==> src/sv/dfsp_pkg.sv <==
// Shared types and constants of the depth frame stream parser.
package dfsp_pkg;

  localparam int unsigned PosWidth = 17;

  localparam logic [PosWidth-1:0] HEADER_BYTES = 17'd20;
  localparam logic [PosWidth-1:0] LENGTH_BIAS  = 17'd4;
  localparam logic [15:0]         MIN_LENGTH   = 16'd16;

  // Header byte positions counted from the first sync byte.
  localparam logic [4:0] POS_SYNC_FIRST  = 5'd0;
  localparam logic [4:0] POS_SYNC_SECOND = 5'd1;
  localparam logic [4:0] POS_LEN_LOW     = 5'd2;
  localparam logic [4:0] POS_LEN_HIGH    = 5'd3;
  localparam logic [4:0] POS_MODE        = 5'd5;
  localparam logic [4:0] POS_SENSOR_TEMP = 5'd6;
  localparam logic [4:0] POS_DRIVER_TEMP = 5'd7;
  localparam logic [4:0] POS_EXPOSURE_0  = 5'd8;
  localparam logic [4:0] POS_EXPOSURE_1  = 5'd9;
  localparam logic [4:0] POS_EXPOSURE_2  = 5'd10;
  localparam logic [4:0] POS_EXPOSURE_3  = 5'd11;
  localparam logic [4:0] POS_ERROR       = 5'd12;
  localparam logic [4:0] POS_ROWS        = 5'd14;
  localparam logic [4:0] POS_COLS        = 5'd15;
  localparam logic [4:0] POS_FRAME_LOW   = 5'd16;
  localparam logic [4:0] POS_FRAME_HIGH  = 5'd17;

  // Configuration register indexes.
  localparam logic [1:0] REG_SYNC_FIRST  = 2'd0;
  localparam logic [1:0] REG_SYNC_SECOND = 2'd1;
  localparam logic [1:0] REG_END_MARKER  = 2'd2;

  typedef enum logic [2:0] {
    KIND_PAYLOAD  = 3'd0,
    KIND_FRAME_OK = 3'd1,
    KIND_SUM_BAD  = 3'd2,
    KIND_END_BAD  = 3'd3,
    KIND_LEN_BAD  = 3'd4
  } result_kind_t;

  typedef struct packed {
    logic [7:0] sync_first;
    logic [7:0] sync_second;
    logic [7:0] end_marker;
  } cfg_t;

  typedef struct packed {
    logic [15:0] frame_counter;
    logic [7:0]  row_total;
    logic [7:0]  col_total;
    logic [7:0]  mode_code;
    logic [7:0]  sensor_heat;
    logic [7:0]  driver_heat;
    logic [7:0]  status_byte;
    logic [31:0] exposure_value;
  } header_t;

  typedef struct packed {
    logic         emit;
    result_kind_t kind;
    logic [7:0]   payload_byte;
    logic [15:0]  payload_index;
    logic [15:0]  data_length;
  } step_res_t;

endpackage

==> src/sv/dfsp_channels.sv <==
// Handshake channels of the depth frame stream parser.
interface dfsp_byte_if;
  logic       valid;
  logic       ready;
  logic [7:0] rx_byte;

  modport source (output valid, output rx_byte, input ready);
  modport sink (input valid, input rx_byte, output ready);
endinterface

interface dfsp_result_if;
  logic        valid;
  logic        ready;
  logic [2:0]  result_kind;
  logic [7:0]  payload_byte;
  logic [15:0] payload_index;
  logic [15:0] data_length;
  logic [15:0] frame_counter;
  logic [7:0]  row_total;
  logic [7:0]  col_total;
  logic [7:0]  mode_code;
  logic [7:0]  sensor_heat;
  logic [7:0]  driver_heat;
  logic [7:0]  status_byte;
  logic [31:0] exposure_value;

  modport source (
    output valid, output result_kind, output payload_byte, output payload_index,
    output data_length, output frame_counter, output row_total, output col_total,
    output mode_code, output sensor_heat, output driver_heat, output status_byte,
    output exposure_value, input ready
  );
  modport sink (
    input valid, input result_kind, input payload_byte, input payload_index,
    input data_length, input frame_counter, input row_total, input col_total,
    input mode_code, input sensor_heat, input driver_heat, input status_byte,
    input exposure_value, output ready
  );
endinterface

==> src/sv/dfsp_parser_core.sv <==
// Frame parser state: hunt, sync, length, header capture, payload, checksum and end marker.
module dfsp_parser_core import dfsp_pkg::*; (
  input  logic       clk,
  input  logic       rst,
  input  logic       accept,
  input  logic [7:0] rx_byte,
  input  cfg_t       cfg,
  output step_res_t  step,
  output header_t    header
);

  logic                hunting, hunting_next;
  logic [PosWidth-1:0] position, position_next;
  logic [15:0]         length_held, length_held_next;
  logic [7:0]          running_sum, running_sum_next;
  header_t             header_next;

  logic [PosWidth-1:0] sum_pos;
  logic [PosWidth-1:0] end_pos;
  logic [15:0]         len_full;
  logic                advance;

  assign sum_pos  = {1'b0, length_held} + LENGTH_BIAS;
  assign end_pos  = sum_pos + 17'd1;
  assign len_full = {rx_byte, length_held[7:0]};

  always_comb begin
    hunting_next      = hunting;
    position_next     = position;
    length_held_next  = length_held;
    running_sum_next  = running_sum;
    header_next       = header;
    advance           = 1'b0;
    step.emit          = 1'b0;
    step.kind          = KIND_PAYLOAD;
    step.payload_byte  = 8'd0;
    step.payload_index = 16'd0;
    step.data_length   = length_held;

    if (hunting) begin
      if (rx_byte == cfg.end_marker) begin
        hunting_next = 1'b0;
      end
      position_next    = '0;
      length_held_next = '0;
      running_sum_next = '0;
    end else if (position >= HEADER_BYTES) begin
      position_next    = '0;
      length_held_next = '0;
      running_sum_next = '0;
      if (length_held < MIN_LENGTH) begin
        // Cannot arise from a checked header; the frame is simply dropped.
      end else if (position < sum_pos) begin
        advance            = 1'b1;
        step.emit          = 1'b1;
        step.kind          = KIND_PAYLOAD;
        step.payload_byte  = rx_byte;
        step.payload_index = 16'(position - HEADER_BYTES);
      end else if (position == sum_pos) begin
        if (running_sum == rx_byte) begin
          position_next    = position + 17'd1;
          length_held_next = length_held;
          running_sum_next = running_sum;
        end else begin
          hunting_next = 1'b1;
          step.emit    = 1'b1;
          step.kind    = KIND_SUM_BAD;
        end
      end else if (position == end_pos) begin
        step.emit = 1'b1;
        if (rx_byte == cfg.end_marker) begin
          step.kind = KIND_FRAME_OK;
        end else begin
          step.kind    = KIND_END_BAD;
          hunting_next = 1'b1;
        end
      end
    end else begin
      advance = 1'b1;
      unique case (position[4:0])
        POS_SYNC_FIRST: begin
          if (rx_byte != cfg.sync_first) advance = 1'b0;
        end
        POS_SYNC_SECOND: begin
          if (rx_byte != cfg.sync_second) advance = 1'b0;
        end
        POS_LEN_LOW:     length_held_next = {8'd0, rx_byte};
        POS_LEN_HIGH: begin
          length_held_next = len_full;
          if (len_full < MIN_LENGTH) begin
            advance          = 1'b0;
            step.emit        = 1'b1;
            step.kind        = KIND_LEN_BAD;
            step.data_length = len_full;
          end
        end
        POS_MODE:        header_next.mode_code   = rx_byte;
        POS_SENSOR_TEMP: header_next.sensor_heat = rx_byte;
        POS_DRIVER_TEMP: header_next.driver_heat = rx_byte;
        POS_EXPOSURE_0:  header_next.exposure_value[7:0]   = rx_byte;
        POS_EXPOSURE_1:  header_next.exposure_value[15:8]  = rx_byte;
        POS_EXPOSURE_2:  header_next.exposure_value[23:16] = rx_byte;
        POS_EXPOSURE_3:  header_next.exposure_value[31:24] = rx_byte;
        POS_ERROR:       header_next.status_byte = rx_byte;
        POS_ROWS:        header_next.row_total   = rx_byte;
        POS_COLS:        header_next.col_total   = rx_byte;
        POS_FRAME_LOW:   header_next.frame_counter[7:0]  = rx_byte;
        POS_FRAME_HIGH:  header_next.frame_counter[15:8] = rx_byte;
        default: ;
      endcase
      if (!advance) begin
        position_next    = '0;
        length_held_next = '0;
        running_sum_next = '0;
      end
    end

    if (advance) begin
      position_next    = position + 17'd1;
      running_sum_next = running_sum + rx_byte;
      if (position >= HEADER_BYTES) begin
        length_held_next = length_held;
      end
    end
  end

  always_ff @(posedge clk) begin
    if (rst) begin
      hunting     <= 1'b1;
      position    <= '0;
      length_held <= '0;
      running_sum <= '0;
      header      <= '0;
    end else if (accept) begin
      hunting     <= hunting_next;
      position    <= position_next;
      length_held <= length_held_next;
      running_sum <= running_sum_next;
      header      <= header_next;
    end
  end

endmodule

==> src/sv/depth_frame_stream_parser_unit.sv <==
// Top level of the depth frame stream parser: configuration, core and result register.
//
// Takes one received byte per transaction on rx and may take a byte in every clock
// cycle. After reset the parser hunts for the end marker, then matches two sync bytes
// and a little-endian length, captures the header and delivers each payload byte with
// its index as a result, followed by a frame ok, checksum bad, end bad or length bad
// result. Each byte is processed in the cycle it is accepted, and a result appears on
// res in the next cycle from a single output register; rx.ready drops only while that
// register holds a result that res has not taken. The three 8-bit registers (sync
// first, sync second, end marker) are written through cfg_we, cfg_index and cfg_data.
module depth_frame_stream_parser_unit import dfsp_pkg::*; (
  input  logic       clk,
  input  logic       rst,
  dfsp_byte_if.sink  rx,
  dfsp_result_if.source res,
  input  logic       cfg_we,
  input  logic [1:0] cfg_index,
  input  logic [7:0] cfg_data
);

  cfg_t      cfg;
  step_res_t step;
  header_t   header;
  logic      rx_accept;
  logic      out_valid;
  step_res_t out_res;
  header_t   out_header;

  always_ff @(posedge clk) begin
    if (rst) begin
      cfg.sync_first  <= 8'h00;
      cfg.sync_second <= 8'hFF;
      cfg.end_marker  <= 8'hDD;
    end else if (cfg_we) begin
      unique case (cfg_index)
        REG_SYNC_FIRST:  cfg.sync_first  <= cfg_data;
        REG_SYNC_SECOND: cfg.sync_second <= cfg_data;
        REG_END_MARKER:  cfg.end_marker  <= cfg_data;
        default: ;
      endcase
    end
  end

  assign rx.ready  = !out_valid || res.ready;
  assign rx_accept = rx.valid && rx.ready;

  dfsp_parser_core u_core (
    .clk     (clk),
    .rst     (rst),
    .accept  (rx_accept),
    .rx_byte (rx.rx_byte),
    .cfg     (cfg),
    .step    (step),
    .header  (header)
  );

  // The result register captures the header register as it stands before the byte is applied.
  always_ff @(posedge clk) begin
    if (rst) begin
      out_valid <= 1'b0;
    end else if (rx_accept && step.emit) begin
      out_valid <= 1'b1;
    end else if (res.ready) begin
      out_valid <= 1'b0;
    end
  end

  always_ff @(posedge clk) begin
    if (rx_accept && step.emit) begin
      out_res    <= step;
      out_header <= header;
    end
  end

  assign res.valid          = out_valid;
  assign res.result_kind    = out_res.kind;
  assign res.payload_byte   = out_res.payload_byte;
  assign res.payload_index  = out_res.payload_index;
  assign res.data_length    = out_res.data_length;
  assign res.frame_counter  = out_header.frame_counter;
  assign res.row_total      = out_header.row_total;
  assign res.col_total      = out_header.col_total;
  assign res.mode_code      = out_header.mode_code;
  assign res.sensor_heat    = out_header.sensor_heat;
  assign res.driver_heat    = out_header.driver_heat;
  assign res.status_byte    = out_header.status_byte;
  assign res.exposure_value = out_header.exposure_value;

  // A waiting result must never be overwritten by a new byte.
  a_no_overwrite: assert property (@(posedge clk) disable iff (rst)
    (out_valid && !res.ready) |-> !rx_accept)
    else $error("result register overwritten while stalled");

  // Payload indexes stay no higher than the length field minus 16.
  a_index_in_frame: assert property (@(posedge clk) disable iff (rst)
    (out_valid && out_res.kind == KIND_PAYLOAD) |->
      ({1'b0, out_res.payload_index} + 17'd16 < {1'b0, out_res.data_length} + 17'd1))
    else $error("payload index beyond frame length");

  // Only a short length field is reported as length bad.
  a_len_bad_short: assert property (@(posedge clk) disable iff (rst)
    (out_valid && out_res.kind == KIND_LEN_BAD) |-> (out_res.data_length < MIN_LENGTH))
    else $error("length bad reported for a valid length");

endmodule

==> src/flat_wrapper.sv <==
// flat-port wrapper written by rule: the top's interface ports become plain ports
module depth_frame_stream_parser_unit_flat import dfsp_pkg::*;
  (clk, rst, cfg_we, cfg_index, cfg_data, rx_valid, rx_rx_byte, rx_ready, res_valid, res_result_kind, res_payload_byte, res_payload_index, res_data_length, res_frame_counter, res_row_total, res_col_total, res_mode_code, res_sensor_heat, res_driver_heat, res_status_byte, res_exposure_value, res_ready);
  dfsp_byte_if rx_i ();
  dfsp_result_if res_i ();
  input  logic clk;
  input  logic rst;
  input  logic cfg_we;
  input  logic [1:0] cfg_index;
  input  logic [7:0] cfg_data;
  input wire logic [$bits(rx_i.valid)-1:0] rx_valid;
  input wire logic [$bits(rx_i.rx_byte)-1:0] rx_rx_byte;
  output wire logic [$bits(rx_i.ready)-1:0] rx_ready;
  output wire logic [$bits(res_i.valid)-1:0] res_valid;
  output wire logic [$bits(res_i.result_kind)-1:0] res_result_kind;
  output wire logic [$bits(res_i.payload_byte)-1:0] res_payload_byte;
  output wire logic [$bits(res_i.payload_index)-1:0] res_payload_index;
  output wire logic [$bits(res_i.data_length)-1:0] res_data_length;
  output wire logic [$bits(res_i.frame_counter)-1:0] res_frame_counter;
  output wire logic [$bits(res_i.row_total)-1:0] res_row_total;
  output wire logic [$bits(res_i.col_total)-1:0] res_col_total;
  output wire logic [$bits(res_i.mode_code)-1:0] res_mode_code;
  output wire logic [$bits(res_i.sensor_heat)-1:0] res_sensor_heat;
  output wire logic [$bits(res_i.driver_heat)-1:0] res_driver_heat;
  output wire logic [$bits(res_i.status_byte)-1:0] res_status_byte;
  output wire logic [$bits(res_i.exposure_value)-1:0] res_exposure_value;
  input wire logic [$bits(res_i.ready)-1:0] res_ready;
  assign rx_i.valid = rx_valid;
  assign rx_i.rx_byte = rx_rx_byte;
  assign rx_ready = rx_i.ready;
  assign res_valid = res_i.valid;
  assign res_result_kind = res_i.result_kind;
  assign res_payload_byte = res_i.payload_byte;
  assign res_payload_index = res_i.payload_index;
  assign res_data_length = res_i.data_length;
  assign res_frame_counter = res_i.frame_counter;
  assign res_row_total = res_i.row_total;
  assign res_col_total = res_i.col_total;
  assign res_mode_code = res_i.mode_code;
  assign res_sensor_heat = res_i.sensor_heat;
  assign res_driver_heat = res_i.driver_heat;
  assign res_status_byte = res_i.status_byte;
  assign res_exposure_value = res_i.exposure_value;
  assign res_i.ready = res_ready;
  depth_frame_stream_parser_unit u_core (.clk(clk), .rst(rst), .rx(rx_i), .res(res_i), .cfg_we(cfg_we), .cfg_index(cfg_index), .cfg_data(cfg_data));
endmodule
==> config.mk <==
export PLATFORM = sky130hd
export DESIGN_NAME = depth_frame_stream_parser_unit_flat
export DESIGN_NICKNAME = d
export VERILOG_FILES = /design/src/sv/dfsp_pkg.sv /design/src/sv/dfsp_channels.sv /design/src/sv/dfsp_parser_core.sv /design/src/sv/depth_frame_stream_parser_unit.sv /design/src/flat_wrapper.sv
export SDC_FILE = /design/constraint.sdc
export NUM_CORES = 1
export LEC_CHECK = 0
export BUFFER_PORTS_ARGS = -buffer_cell sky130_fd_sc_hd__buf_2
export CAP_MARGIN = 20
export CORE_MARGIN = 3
export CORE_UTILIZATION = 45
export CTS_CLUSTER_DIAMETER = 100
export DETAILED_ROUTE_END_ITERATION = 6
export PLACE_DENSITY_LB_ADDON = 0.2
export SYNTH_ARGS = -nofsm -noshare
export SYNTH_HDL_FRONTEND = slang
export SYNTH_SLANG_ARGS = --single-unit
==> constraint.sdc <==
create_clock -name clk -period 12.7 [get_ports clk]
set_input_delay 0.635 -clock clk [delete_from_list [all_inputs] [get_ports clk]]
set_output_delay 0.635 -clock clk [all_outputs]
set_load 0.005 [all_outputs]
==> flow_summary_export.csv <==
group,metric,value,unit
clock_network,ctsRootBufferMaster,"clkbuf_16",
drt,drt_wl_total,31400,um
yosys,synth-edff-count,139,
setup_path,reg2reg_slack,7.28,ns
yosys,yosys_warnings,0,
sta,holdWs,0.328,ns
grt,grt-ovfl-total,0,
sta,fin_crit,5.42,ns
run,drv_cap,0,
yosys,ys_seq_elements,302,
setup_path,end_kind,"flip-flop",
yosys,yosys-top-cells-count,"dfxtp_1 (163), nor2_1 (161), edfxtp_1 (139), mux2i_1 (113), nand2_1 (88)",
sta,rsz0062_at_grt,"no",
grt,grt_max_degree,102,
setup_path,crit_required,12.90,ns
sta,worst_pin_slew,1.07,ns
placement,dp_slack,7.05,ns
drt,via_per_inst,5.27,
placement,routabilityCongestion,0.871,
layout,num_antenna_cells,0,
floorplan,die_x,176,um
clock_network,cts.repair.resized,0,
clock_network,cts_tree,"done",
sta,hold_violations,0,
drt,post_drt_wl_per_cell,18.5,um
yosys,synth.area.top_cells,"edfxtp_1 (32%), dfxtp_1 (25%), mux2i_1 (8.7%)",
sta,slew_headroom,28.6,%
layout,fillCellCount,2477,
pwr,vdd_drop_max,0.0903,mV
grt,grtUsageTotal,19.8,%
setup_path,criticalPathCategory,"flip-flop to flip-flop",
yosys,syn_nets,1227,
clock_network,cts_setup_buffers,0,
yosys,ys_seq_area_share,56.9,%
grt,grt_pass1_wl,48500,um
floorplan,die_h,176,um
drt,drc,0,
drt,ant_nets,0,
placement,io_buffers,163,
sta,setup_viol,0,
clock_network,cts_made_buffers,31,
pwr,powerDensity,131,mW/mm^2
clock_network,clk_latency,0.57,ns
yosys,synth_top_area_share,31.9,%
yosys,synth_area,0.0131,mm^2
clock_network,clk_pin_slew,0.06,ns
yosys,yosysTopAreaCell,"edfxtp_1",
drt,dr.pass1.iters,5,
outcome,status,"complete, no violations",
setup_path,worstPathMaxFanout,61,
floorplan,num_rows,61,
yosys,avgSynthCellArea,11.2,um^2
pwr,p_leak,0.00672,uW
yosys,ys.flop_type,"dfxtp_1",
sta,setup_tns,0,ns
layout,seq_area,0.00744,mm^2
floorplan,start_util,46.4,%
layout,final_nets,1358,
floorplan,coreArea,0.0282,mm^2
floorplan,dieArea,0.0311,mm^2
clock_network,clk_path_buf_depth,3,
drt,vias,8955,
sta,skew,0.0132,ns
grt,antenna_found_initial,0,
sta,slew_violations,0,
clock_network,clock-sinks,302,
drt,drt_iter0_markers,522,
sta,max_freq,185,MHz
grt,grt_pass1_vias,8433,
yosys,yosysMostFrequentCell,"dfxtp_1",
layout,syn_to_final_growth,16.4,%
floorplan,ioPinCount,164,
placement,dp_hpwl,21100,um
yosys,synth_cell_type_count,70,
clock_network,hold_buffers,0,
hold_path,hold_path.class,"input port to flip-flop",
sta,fin_ws,7.28,ns
setup_path,start_kind,"flip-flop",
layout,multi_input_area,0.00528,mm^2
yosys,synthArstFlopShare,0,%
clock_network,htree_num_levels,1,
layout,drive_above_1_share,17.5,%
setup_path,cp.arrival,5.61,ns
sta,post-route-period-util,42.7,%
layout,utilization,54.0,%
yosys,syn_inst,1166,
## placed cells by master (no fill, tap or decap), types with 20 or more instances in the layout
cell	Yosys	layout
dfxtp_1	163	163
buf_2	6	162
nor2_1	161	161
edfxtp_1	139	139
mux2i_1	113	113
nand2_1	88	88
xnor2_1	45	45
xor2_1	43	43
ha_1	37	37
clkbuf_16	0	33
nand3_1	32	32
a21oi_1	28	28
nand2b_1	20	20
nand4_1	20	20
## registers in the layout, indices dropped and copies added, names as in the netlist, 8 cells and up
name                       count
u_core.u_core.length_held     16
u_core.res.status_byte         8
u_core.res.mode_code           8
u_core.res.row_total           8
u_core.res.payload_index      16
u_core.res.col_total           8
u_core.u_core.header          96
u_core.res.payload_byte        8
u_core.res.frame_counter      16
u_core.res.sensor_heat         8
u_core.u_core.position        17
u_core.res.data_length        16
u_core.cfg                    24
u_core.res.driver_heat         8
u_core.u_core.running_sum      8
u_core.res.exposure_value     32
## layout make-up
cell class                      count  area share [%]
Sequential cell                   302            48.9
Inverter                           18           0.444
Multi-Input combinational cell    776            34.7
Timing Repair Buffer              168            5.76
Clock buffer                       48            6.26
Clock inverter                     10           0.815
Tap cell                          378            3.11
## critical path, cell delays in order (launching register included)
cell	delay, ns
dfxtp_1	0.57
ha_1	0.40
xnor2_1	0.19
or3_4	0.44
a21o_1	0.27
or4_4	0.54
a211oi_2	0.24
o2111ai_1	0.14
nor4_1	0.44
a21boi_1	0.13
o21ai_1	0.19
and2_4	0.38
buf_16	0.30
buf_4	0.69
## logic make-up after synthesis
logic type	count (synthesis)	share of synthesized area [%]
flops	302	56.9
xor+xnor	91	6.42
simple gates	426	15.9
compound gates	108	5.66
buf+inv	88	2.73
mux	113	8.66
fa+ha+maj	38	3.70
## where the power goes
| part | total [uW] | internal (uW) | switching, uW |
|---|---|---|---|
| logic | 53.3 | 16.3 | 37.0 |
| registers | 1010 | 1010 | 2.44 |
| clock network | 930 | 558 | 373 |
| total | 2000 | 1590 | 412 |
## metal layers
metal	up-vias	part of all wire [%]	global-route usage, %
met5	-	0	0
met4	0	1.9	4.55
met1	4330	45	27.2
li1	4365	-	-
met2	210	48	33.2
met3	50	5.1	3.01
## path summary, 6_finish.rpt
check,start,endpoint,depth (start not counted)
max,u_core.u_core.length_held[2]$_SDFFE_PP0P_,u_core.res.frame_counter[11]$_DFFE_PP_,13
min,cfg_data[6],u_core.cfg[14]$_SDFFE_PP1P_,3
max reg2reg,u_core.u_core.length_held[2]$_SDFFE_PP0P_,u_core.res.frame_counter[11]$_DFFE_PP_,13
min reg2reg,u_core.u_core.header[69]$_SDFFE_PP0P_,u_core.res.col_total[5]$_DFFE_PP_,0
## per-stage QoR
| step | area [um^2] | power [uW] | instances |
|---|---|---|---|
| 5_1_grt | 15200 | 2060 | 1700 |
| 3_3_place_gp | 14100 | 1090 | 1641 |
| 6_report | 15200 | 2000 | 1700 |
| 4_1_cts | 15200 | 2020 | 1699 |
| 2_1_floorplan | 13100 | 1070 | 1166 |
| 3_5_place_dp | 14100 | 1090 | 1641 |
Power figures use the tool's default switching activity.
